[src/hw/rtl/apq_pkg.sv]
// Shared types and codes for the aging priority queue.
// No dependencies; imported by the top level and the port checker.
`default_nettype none

package apq_pkg;

  // operation codes
  localparam logic [1:0] OP_INSERT = 2'd0;
  localparam logic [1:0] OP_POP    = 2'd1;
  localparam logic [1:0] OP_AGE    = 2'd2;

  // status codes
  localparam logic [1:0] ST_OK    = 2'd0;
  localparam logic [1:0] ST_EMPTY = 2'd1;
  localparam logic [1:0] ST_FULL  = 2'd2;

  localparam int unsigned ID_W   = 8;
  localparam int unsigned TIME_W = 32;
  localparam int unsigned CNT_W  = 5;

  // one queue slot as stored in the slot memory
  typedef struct packed {
    logic [ID_W-1:0]   id;
    logic              prio;
    logic [TIME_W-1:0] arrival;
  } entry_t;

  localparam int unsigned ENTRY_W = $bits(entry_t);

  typedef struct packed {
    logic [1:0]       status;
    logic [ID_W-1:0]  head_id;
    logic             head_priority;
    logic [CNT_W-1:0] promoted_count;
    logic [CNT_W-1:0] occupancy;
  } result_t;

  typedef enum logic [3:0] {
    S_IDLE = 4'b0001,
    S_KEY  = 4'b0010,
    S_WALK = 4'b0100,
    S_POP  = 4'b1000
  } state_t;

  // true when entry a must stand ahead of entry b
  function automatic logic goes_before(input entry_t a, input entry_t b);
    return (a.prio && !b.prio) || ((a.prio == b.prio) && (a.arrival < b.arrival));
  endfunction

endpackage

`default_nettype wire

[src/hw/rtl/apq_ram.sv]
// Generic single-write, single-read RAM with a registered read port.
// No dependencies; holds the queue slots of the aging priority queue.
`default_nettype none

module apq_ram #(
  parameter int unsigned WIDTH = 41,
  parameter int unsigned DEPTH = 16
) (
  input  wire logic                     clk,
  input  wire logic                     wr_en,
  input  wire logic [$clog2(DEPTH)-1:0] wr_addr,
  input  wire logic [WIDTH-1:0]         wr_data,
  input  wire logic [$clog2(DEPTH)-1:0] rd_addr,
  output logic      [WIDTH-1:0]         rd_data
);

  logic [WIDTH-1:0] mem [DEPTH];

  always_ff @(posedge clk) begin
    if (wr_en) begin
      mem[wr_addr] <= wr_data;
    end
    rd_data <= mem[rd_addr];
  end

endmodule

`default_nettype wire

[src/hw/rtl/aging_priority_queue_top.sv]
// Aging priority queue, top level. Uses apq_pkg and one apq_ram slot memory.
// An insert walks the new item toward the head past each entry it outranks; a pop reads the
// head; empty/full/idle report from S_IDLE; an aging sweep re-places each slot in turn.
// One item at a time; the slot memory's single read port paces every step.
// The result strobe (done) pulses one cycle; the receiver cannot stall it.
// Reset (rst, synchronous) empties the queue and sets age_threshold to 400; no memory clear.
`default_nettype none

module aging_priority_queue_top
  import apq_pkg::*;
#(
  parameter int unsigned QUEUE_DEPTH = 16
) (
  input  wire logic        clk,
  input  wire logic        rst,
  // command channel
  input  wire logic        start,
  output logic             busy,
  input  wire logic [1:0]  operation,
  input  wire logic [7:0]  entry_id,
  input  wire logic        entry_priority,
  input  wire logic [31:0] arrival_time,
  input  wire logic [31:0] current_time,
  // result channel
  output logic             done,
  output logic [1:0]       status,
  output logic [7:0]       head_id,
  output logic             head_priority,
  output logic [4:0]       promoted_count,
  output logic [4:0]       occupancy,
  // configuration channel
  input  wire logic        cfg_valid,
  output logic             cfg_ready,
  input  wire logic [31:0] cfg_data
);

  localparam int unsigned AW = $clog2(QUEUE_DEPTH);
  localparam int unsigned CW = $clog2(QUEUE_DEPTH + 1);
  localparam logic [AW:0]   DEPTH_A = (AW + 1)'(QUEUE_DEPTH);
  localparam logic [CW-1:0] DEPTH_C = CW'(QUEUE_DEPTH);

  // The queue is a circular buffer in the slot memory: logical slot 0 (the head)
  // sits at physical address head, so a pop only advances head.
  function automatic logic [AW-1:0] phys(input logic [AW-1:0] hd, input logic [CW-1:0] l);
    logic [AW:0] sum;
    sum = {1'b0, hd} + (AW + 1)'(l[AW-1:0]);
    if (sum >= DEPTH_A) begin
      sum = sum - DEPTH_A;
    end
    return sum[AW-1:0];
  endfunction

  // clamp a count to the 5-bit result field
  function automatic logic [CNT_W-1:0] sat5(input logic [CW-1:0] v);
    if (32'(v) > 32'd31) begin
      return CNT_W'(31);
    end
    return CNT_W'(v);
  endfunction

  // report with the given status, no head data and the given occupancy
  function automatic result_t report(input logic [1:0] st, input logic [CW-1:0] cnt);
    return '{status: st, head_id: '0, head_priority: 1'b0, promoted_count: '0,
             occupancy: sat5(cnt)};
  endfunction

  state_t         state;
  logic [AW-1:0]  head;
  logic [CW-1:0]  fill;
  logic [CW-1:0]  idx_i;     // aging: logical slot whose entry is being re-placed
  logic [CW-1:0]  idx_j;     // hole position while walking toward the head
  logic [CW-1:0]  promoted;
  logic           aging;
  entry_t         key;       // entry being placed
  logic [31:0]    now_q;
  logic [31:0]    age_threshold;
  result_t        res;
  logic           res_valid;
  logic           res_valid_next;

  // slot memory port signals
  logic           wr_en;
  logic [AW-1:0]  wr_addr;
  entry_t         wr_data;
  logic [AW-1:0]  rd_addr;
  entry_t         rd_data;

  logic           walk_move;
  logic           aged;
  logic [31:0]    wait_ticks;

  apq_ram #(
    .WIDTH (ENTRY_W),
    .DEPTH (QUEUE_DEPTH)
  ) u_slots (
    .clk     (clk),
    .wr_en   (wr_en),
    .wr_addr (wr_addr),
    .wr_data (wr_data),
    .rd_addr (rd_addr),
    .rd_data (rd_data)
  );

  assign busy      = (state != S_IDLE);
  assign cfg_ready = 1'b1;

  assign done           = res_valid;
  assign status         = res.status;
  assign head_id        = res.head_id;
  assign head_priority  = res.head_priority;
  assign promoted_count = res.promoted_count;
  assign occupancy      = res.occupancy;

  // rd_data holds slot idx_j-1 during S_WALK; shift it back while the key beats it
  assign walk_move  = (idx_j != '0) && goes_before(key, rd_data);

  // promote a regular entry that has waited long enough; no wrap on the wait
  assign wait_ticks = now_q - rd_data.arrival;
  assign aged       = !rd_data.prio && (now_q >= rd_data.arrival) &&
                      (wait_ticks >= age_threshold);

  // Drive the slot memory. Each read is issued in the cycle before its use; a write
  // never hits the address read in the same cycle, so no forwarding is needed.
  always_comb begin
    wr_en   = 1'b0;
    wr_addr = phys(head, idx_j);
    wr_data = key;
    rd_addr = head;
    unique case (state)
      S_IDLE: begin
        if (start && (operation == OP_INSERT)) begin
          rd_addr = phys(head, fill - CW'(1));   // tail entry
        end
      end
      S_KEY: begin
        rd_addr = phys(head, idx_i - CW'(1));   // neighbor ahead of the key
      end
      S_WALK: begin
        wr_en = 1'b1;
        if (walk_move) begin
          wr_data = rd_data;
          rd_addr = phys(head, idx_j - CW'(2));
        end else begin
          wr_data = key;
          rd_addr = phys(head, idx_i + CW'(1));  // next key of an aging sweep
        end
      end
      S_POP: begin
        rd_addr = head;
      end
      default: begin
        rd_addr = head;
      end
    endcase
  end

  // raise the result strobe after the cycle that finishes an item
  always_comb begin
    res_valid_next = 1'b0;
    unique case (state)
      S_IDLE: begin
        if (start) begin
          case (operation)
            OP_INSERT: res_valid_next = (fill == DEPTH_C);
            OP_POP:    res_valid_next = (fill == '0);
            OP_AGE:    res_valid_next = (fill == '0);
            default:   res_valid_next = 1'b1;
          endcase
        end
      end
      S_WALK: begin
        res_valid_next = !walk_move && (!aging || ((idx_i + CW'(1)) >= fill));
      end
      S_POP: begin
        res_valid_next = 1'b1;
      end
      default: begin
        res_valid_next = 1'b0;
      end
    endcase
  end

  always_ff @(posedge clk) begin
    if (rst) begin
      state         <= S_IDLE;
      head          <= '0;
      fill          <= '0;
      res_valid     <= 1'b0;
      age_threshold <= 32'd400;
    end else begin
      res_valid <= res_valid_next;
      if (cfg_valid && cfg_ready) begin
        age_threshold <= cfg_data;
      end

      unique case (state)
        S_IDLE: begin
          if (start) begin
            // default report: ok, no data, occupancy unchanged
            case (operation)
              OP_INSERT: begin
                if (fill == DEPTH_C) begin
                  res <= report(ST_FULL, fill);
                end else begin
                  res   <= report(ST_OK, fill);
                  key   <= '{id: entry_id, prio: entry_priority, arrival: arrival_time};
                  idx_j <= fill;
                  aging <= 1'b0;
                  state <= S_WALK;
                end
              end
              OP_POP: begin
                if (fill == '0) begin
                  res <= report(ST_EMPTY, fill);
                end else begin
                  state <= S_POP;
                end
              end
              OP_AGE: begin
                res      <= report(ST_OK, fill);
                now_q    <= current_time;
                idx_i    <= '0;
                promoted <= '0;
                aging    <= 1'b1;
                if (fill != '0) begin
                  state <= S_KEY;
                end
              end
              default: begin
                res <= report(ST_OK, fill);
              end
            endcase
          end
        end

        S_KEY: begin
          // take slot idx_i as the key, promoting it if it has aged
          key      <= '{id: rd_data.id, prio: rd_data.prio | aged, arrival: rd_data.arrival};
          promoted <= promoted + CW'(aged);
          idx_j    <= idx_i;
          state    <= S_WALK;
        end

        S_WALK: begin
          if (walk_move) begin
            idx_j <= idx_j - CW'(1);
          end else if (aging) begin
            if ((idx_i + CW'(1)) < fill) begin
              idx_i <= idx_i + CW'(1);
              state <= S_KEY;
            end else begin
              res.promoted_count <= sat5(promoted);
              state              <= S_IDLE;
            end
          end else begin
            fill          <= fill + CW'(1);
            res.occupancy <= sat5(fill + CW'(1));
            state         <= S_IDLE;
          end
        end

        S_POP: begin
          // hand out the head and advance it
          res   <= '{status: ST_OK, head_id: rd_data.id, head_priority: rd_data.prio,
                     promoted_count: '0, occupancy: sat5(fill - CW'(1))};
          head  <= phys(head, CW'(1));
          fill  <= fill - CW'(1);
          state <= S_IDLE;
        end

        default: begin
          state <= S_IDLE;
        end
      endcase
    end
  end

endmodule

`default_nettype wire

[config.mk]
export PLATFORM = sky130hd
export DESIGN_NAME = aging_priority_queue_top
export DESIGN_NICKNAME = d
export VERILOG_FILES = /design/src/hw/rtl/apq_pkg.sv /design/src/hw/rtl/apq_ram.sv /design/src/hw/rtl/aging_priority_queue_top.sv
export SDC_FILE = /design/constraint.sdc
export NUM_CORES = 1
export LEC_CHECK = 0
export ABC_AREA = 0
export ABC_CLOCK_PERIOD_IN_PS = 11100
export BUFFER_PORTS_ARGS = -buffer_cell sky130_fd_sc_hd__buf_4
export CAP_MARGIN = 20
export CORE_MARGIN = 5
export CORE_UTILIZATION = 55
export CTS_BUF_LIST = sky130_fd_sc_hd__clkbuf_8
export DETAILED_ROUTE_END_ITERATION = 16
export HOLD_SLACK_MARGIN = 0.02
export PLACE_DENSITY = 0.8
export SYNTH_ARGS = -nofsm -noshare
export SYNTH_HDL_FRONTEND = slang
export SYNTH_HIERARCHICAL = 1
export SYNTH_SLANG_ARGS = --single-unit
export TNS_END_PERCENT = 20
[constraint.sdc]
create_clock -name clk -period 11.1 [get_ports clk]
set_input_delay 1.665 -clock clk [delete_from_list [all_inputs] [get_ports clk]]
set_output_delay 1.665 -clock clk [all_outputs]
set_load 0.01 [all_outputs]
==> flow_summary.ini <==
[run_status]
status = complete, no violations

[clock_tree]
cts.repair.resized = 0
cts-root-buf = clkbuf_8
clk_pin_slew_ns = 0.06
cts_tree = done
ctsHtreeMaxLevel = 4
post_cts_buffers = 0
ctsHoldBuffers = 0
clk_latency_ns = 0.77
cts.sinks = 853
clockBufferDepth = 3
cts_buffers = 134

[timing]
timing.final.crit_share_pct = 57.7
fin_tns_setup_ns = 0
tightest_slew_ns = 1.16
max_clock_freq_mhz = 156
setup_viol = 0
drv_slew = 0
finalCriticalPeriod_ns = 6.40
maxSlewHeadroom_pct = 22.5
fin_skew_ns = 0.0266
final_hold_viol_count = 0
grt_setup_unrepaired = false

[finish]
multi_input_area_mm2 = 0.0107
area_growth_pct = 13.0
layout.area.seq_mm2 = 0.0247
layout_commonest_cell = edfxtp_1
drive_gt1_share_pct = 23.8
layout_common_cells = edfxtp_1, buf_4, mux4_2
fill_cells = 4368
final_cells = 3340
nets = 2618

[floorplan]
die_h_um = 266
rows = 93
coreArea_mm2 = 0.0647
die_x_um = 266
initial_core_util_pct = 55.7
ios = 135
dieArea_mm2 = 0.0708

[critical_path]
cp.required_ns = 11.74
critPathLaunchType = register
worst_setup_path_end_kind = register
r2r_end = u_slots/rd_data[8]
crit_type = register to register
r2r-start = u_slots/rd_data[31]
r2r_slack_ns = 4.70
crit_arrival_ns = 7.05
reg2regPathDepth = 17
critPathMaxFanout = 78

[power_and_ir_drop]
combPwrFrac_pct = 16.3
peakVddDrop_mv = 0.120
p_clk_share_pct = 34.1
swShare_pct = 26.3
netSwitchingPower_mw = 1.92
pwr-share-seq_pct = 49.6
internal-power_mw = 5.39
p_per_area_mw_per_mm2 = 180
leakage_nw = 14.3

[flow_run]
cap_violations = 0

[routing]
ant_nets = 0
dr.pass1.iters = 6
vias = 20800
avgViaCountPerCell = 6.22
routedWlPerCell_um = 25.7
drcViolationCount = 0
drt_iter0_markers = 2705
wl_um = 85900

[global_route]
antenna_found_initial = 4
grt_max_degree = 79
gr-usage-all-layers_pct = 24.2
grt_pass1_vias = 21000
grt_overflow = 0
grt_pass1_wl_um = 128000

[hold_path]
hold_path.startpoint = age_threshold[13]
hp-class = register to register
whs_path_depth = 2
holdPathEnd = age_threshold[13]

[yosys]
synth.mux.area_fraction_pct = 12.5
synth_fp_nets = 2407
synth_flop_cell = edfxtp_1
synth_edf_count = 766
synth_area_mm2 = 0.0361
synth-simple-area-share_pct = 4.89
synth_top_family_by_area = multiplexers
synth_xor_xnor_area_share_pct = 1.31
ys_ff_latch = 853
synthArstFlopShare_pct = 0
syn-mean-instance-area_um2 = 16.7
synth.distinct_cells = 67
ys_seq_area_share_pct = 68.6
synth_compound_area_share_pct = 5.86
synthCells = 2165
yosys_warnings = 6
synth_adder_area_share_pct = 4.63

[placed_design]
io_buffers = 133
dp_cells = 3094
gp_congestion = 0.839
detailed_place_hpwl_um = 50500
==> sequential cells by signal, indices dropped and copies added, names as in the netlist, 8 cells and up <==
signal and count:
u_slots/mem 656, key 41, u_slots/rd_data 41, age_threshold 32
now_q 32, head_id 8
==> stage by stage <==
stage               setup WS [ns]  total power [mW]  hold slack (ns)  area, um^2  util, %
floorplan                    6.09              4.51            0.460       36100        -
global placement             4.81              4.82            0.481       38200     59.0
detailed placement           4.77              4.87            0.484       38200     59.0
CTS                          4.70              7.35            0.497       40700     62.9
global route                 4.16              7.65            0.528       40700     63.0
finish                       4.70              7.32            0.491       40800     63.0
==> power by group through the flow <==
stage               Clock, mW  Sequential, mW  Combinational (mW)
finish                   2.49            3.63                1.20
global route             2.71            3.63                1.31
CTS                      2.54            3.63                1.19
detailed placement          0            3.69                1.18
global placement            0            3.69                1.13
floorplan                   0            3.68               0.839
==> critical path, cell delays in order, from the launching register on <==
cell	delay, ns
dfxtp_1	0.33
inv_1	0.08
ha_1	0.30
nor2b_1	0.17
nand4_1	0.31
or4_1	0.69
a31oi_1	0.64
nor4_4	0.06
buf_4	0.28
o21ai_0	0.19
ha_1	0.19
inv_1	0.05
fa_1	0.49
o221ai_4	0.65
buf_4	0.96
mux4_2	0.42
a22oi_1	0.24
nand2_1	0.10
==> logic make-up (layout without fill, tap and decap cells) <==
group,Yosys count,count (layout)
xor+xnor,54,54
flops,853,853
compound gates,320,320
mux,239,239
other cells,1,6
buf+inv,193,508
simple gates,374,374
fa+ha+maj,131,131
==> cell usage after synthesis (all sizes together) (37+ instances only) <==
cell	number	area share (%)
clkbuf	54	0.56
nor2	90	0.94
buf	39	0.57
edfxtp	766	64
dfxtp	87	4.8
a21oi	57	0.79
nand2	139	1.4
a21o	40	0.83
o21ai	71	0.99
xnor2	37	0.90
a22oi	87	1.8
mux2	43	1.4
inv	100	1.0
mux4	164	10
ha	127	4.4
==> worst max path at each step <==
stage	start	endpoint	slack, ns	depth (start not counted)
after floorplan	head[1]	u_slots/mem[0][0]	6.09	5
after global placement	now_q[1]	promoted[4]	4.81	24
after detailed placement	u_slots/rd_data[1]	promoted[4]	4.77	25
after CTS	u_slots/rd_data[1]	promoted[4]	4.70	25
after global routing	u_slots/rd_data[1]	promoted[4]	4.16	25
final	u_slots/rd_data[31]	u_slots/rd_data[8]	4.70	17
==> routing by layer <==
| layer | share of wire, % | up-vias | GRT usage [%] |
|---|---|---|---|
| met2 | 49 | 1252 | 39.2 |
| met5 | 0 | - | 0 |
| met4 | 2.3 | 0 | 7.24 |
| met1 | 37 | 10400 | 32.7 |
| li1 | - | 8948 | - |
| met3 | 11 | 154 | 6.41 |
==> final cells by class <==
class	count	share of cell area [%]
antenna	5	0.0307
inverter	100	0.921
clock inverter	88	1.10
tap	855	2.63
clock buffer	152	5.13
multi-input combinational	1119	26.3
timing repair buffer	168	3.17
sequential	853	60.7
Note: power is estimated with default switching activity, not from simulation.
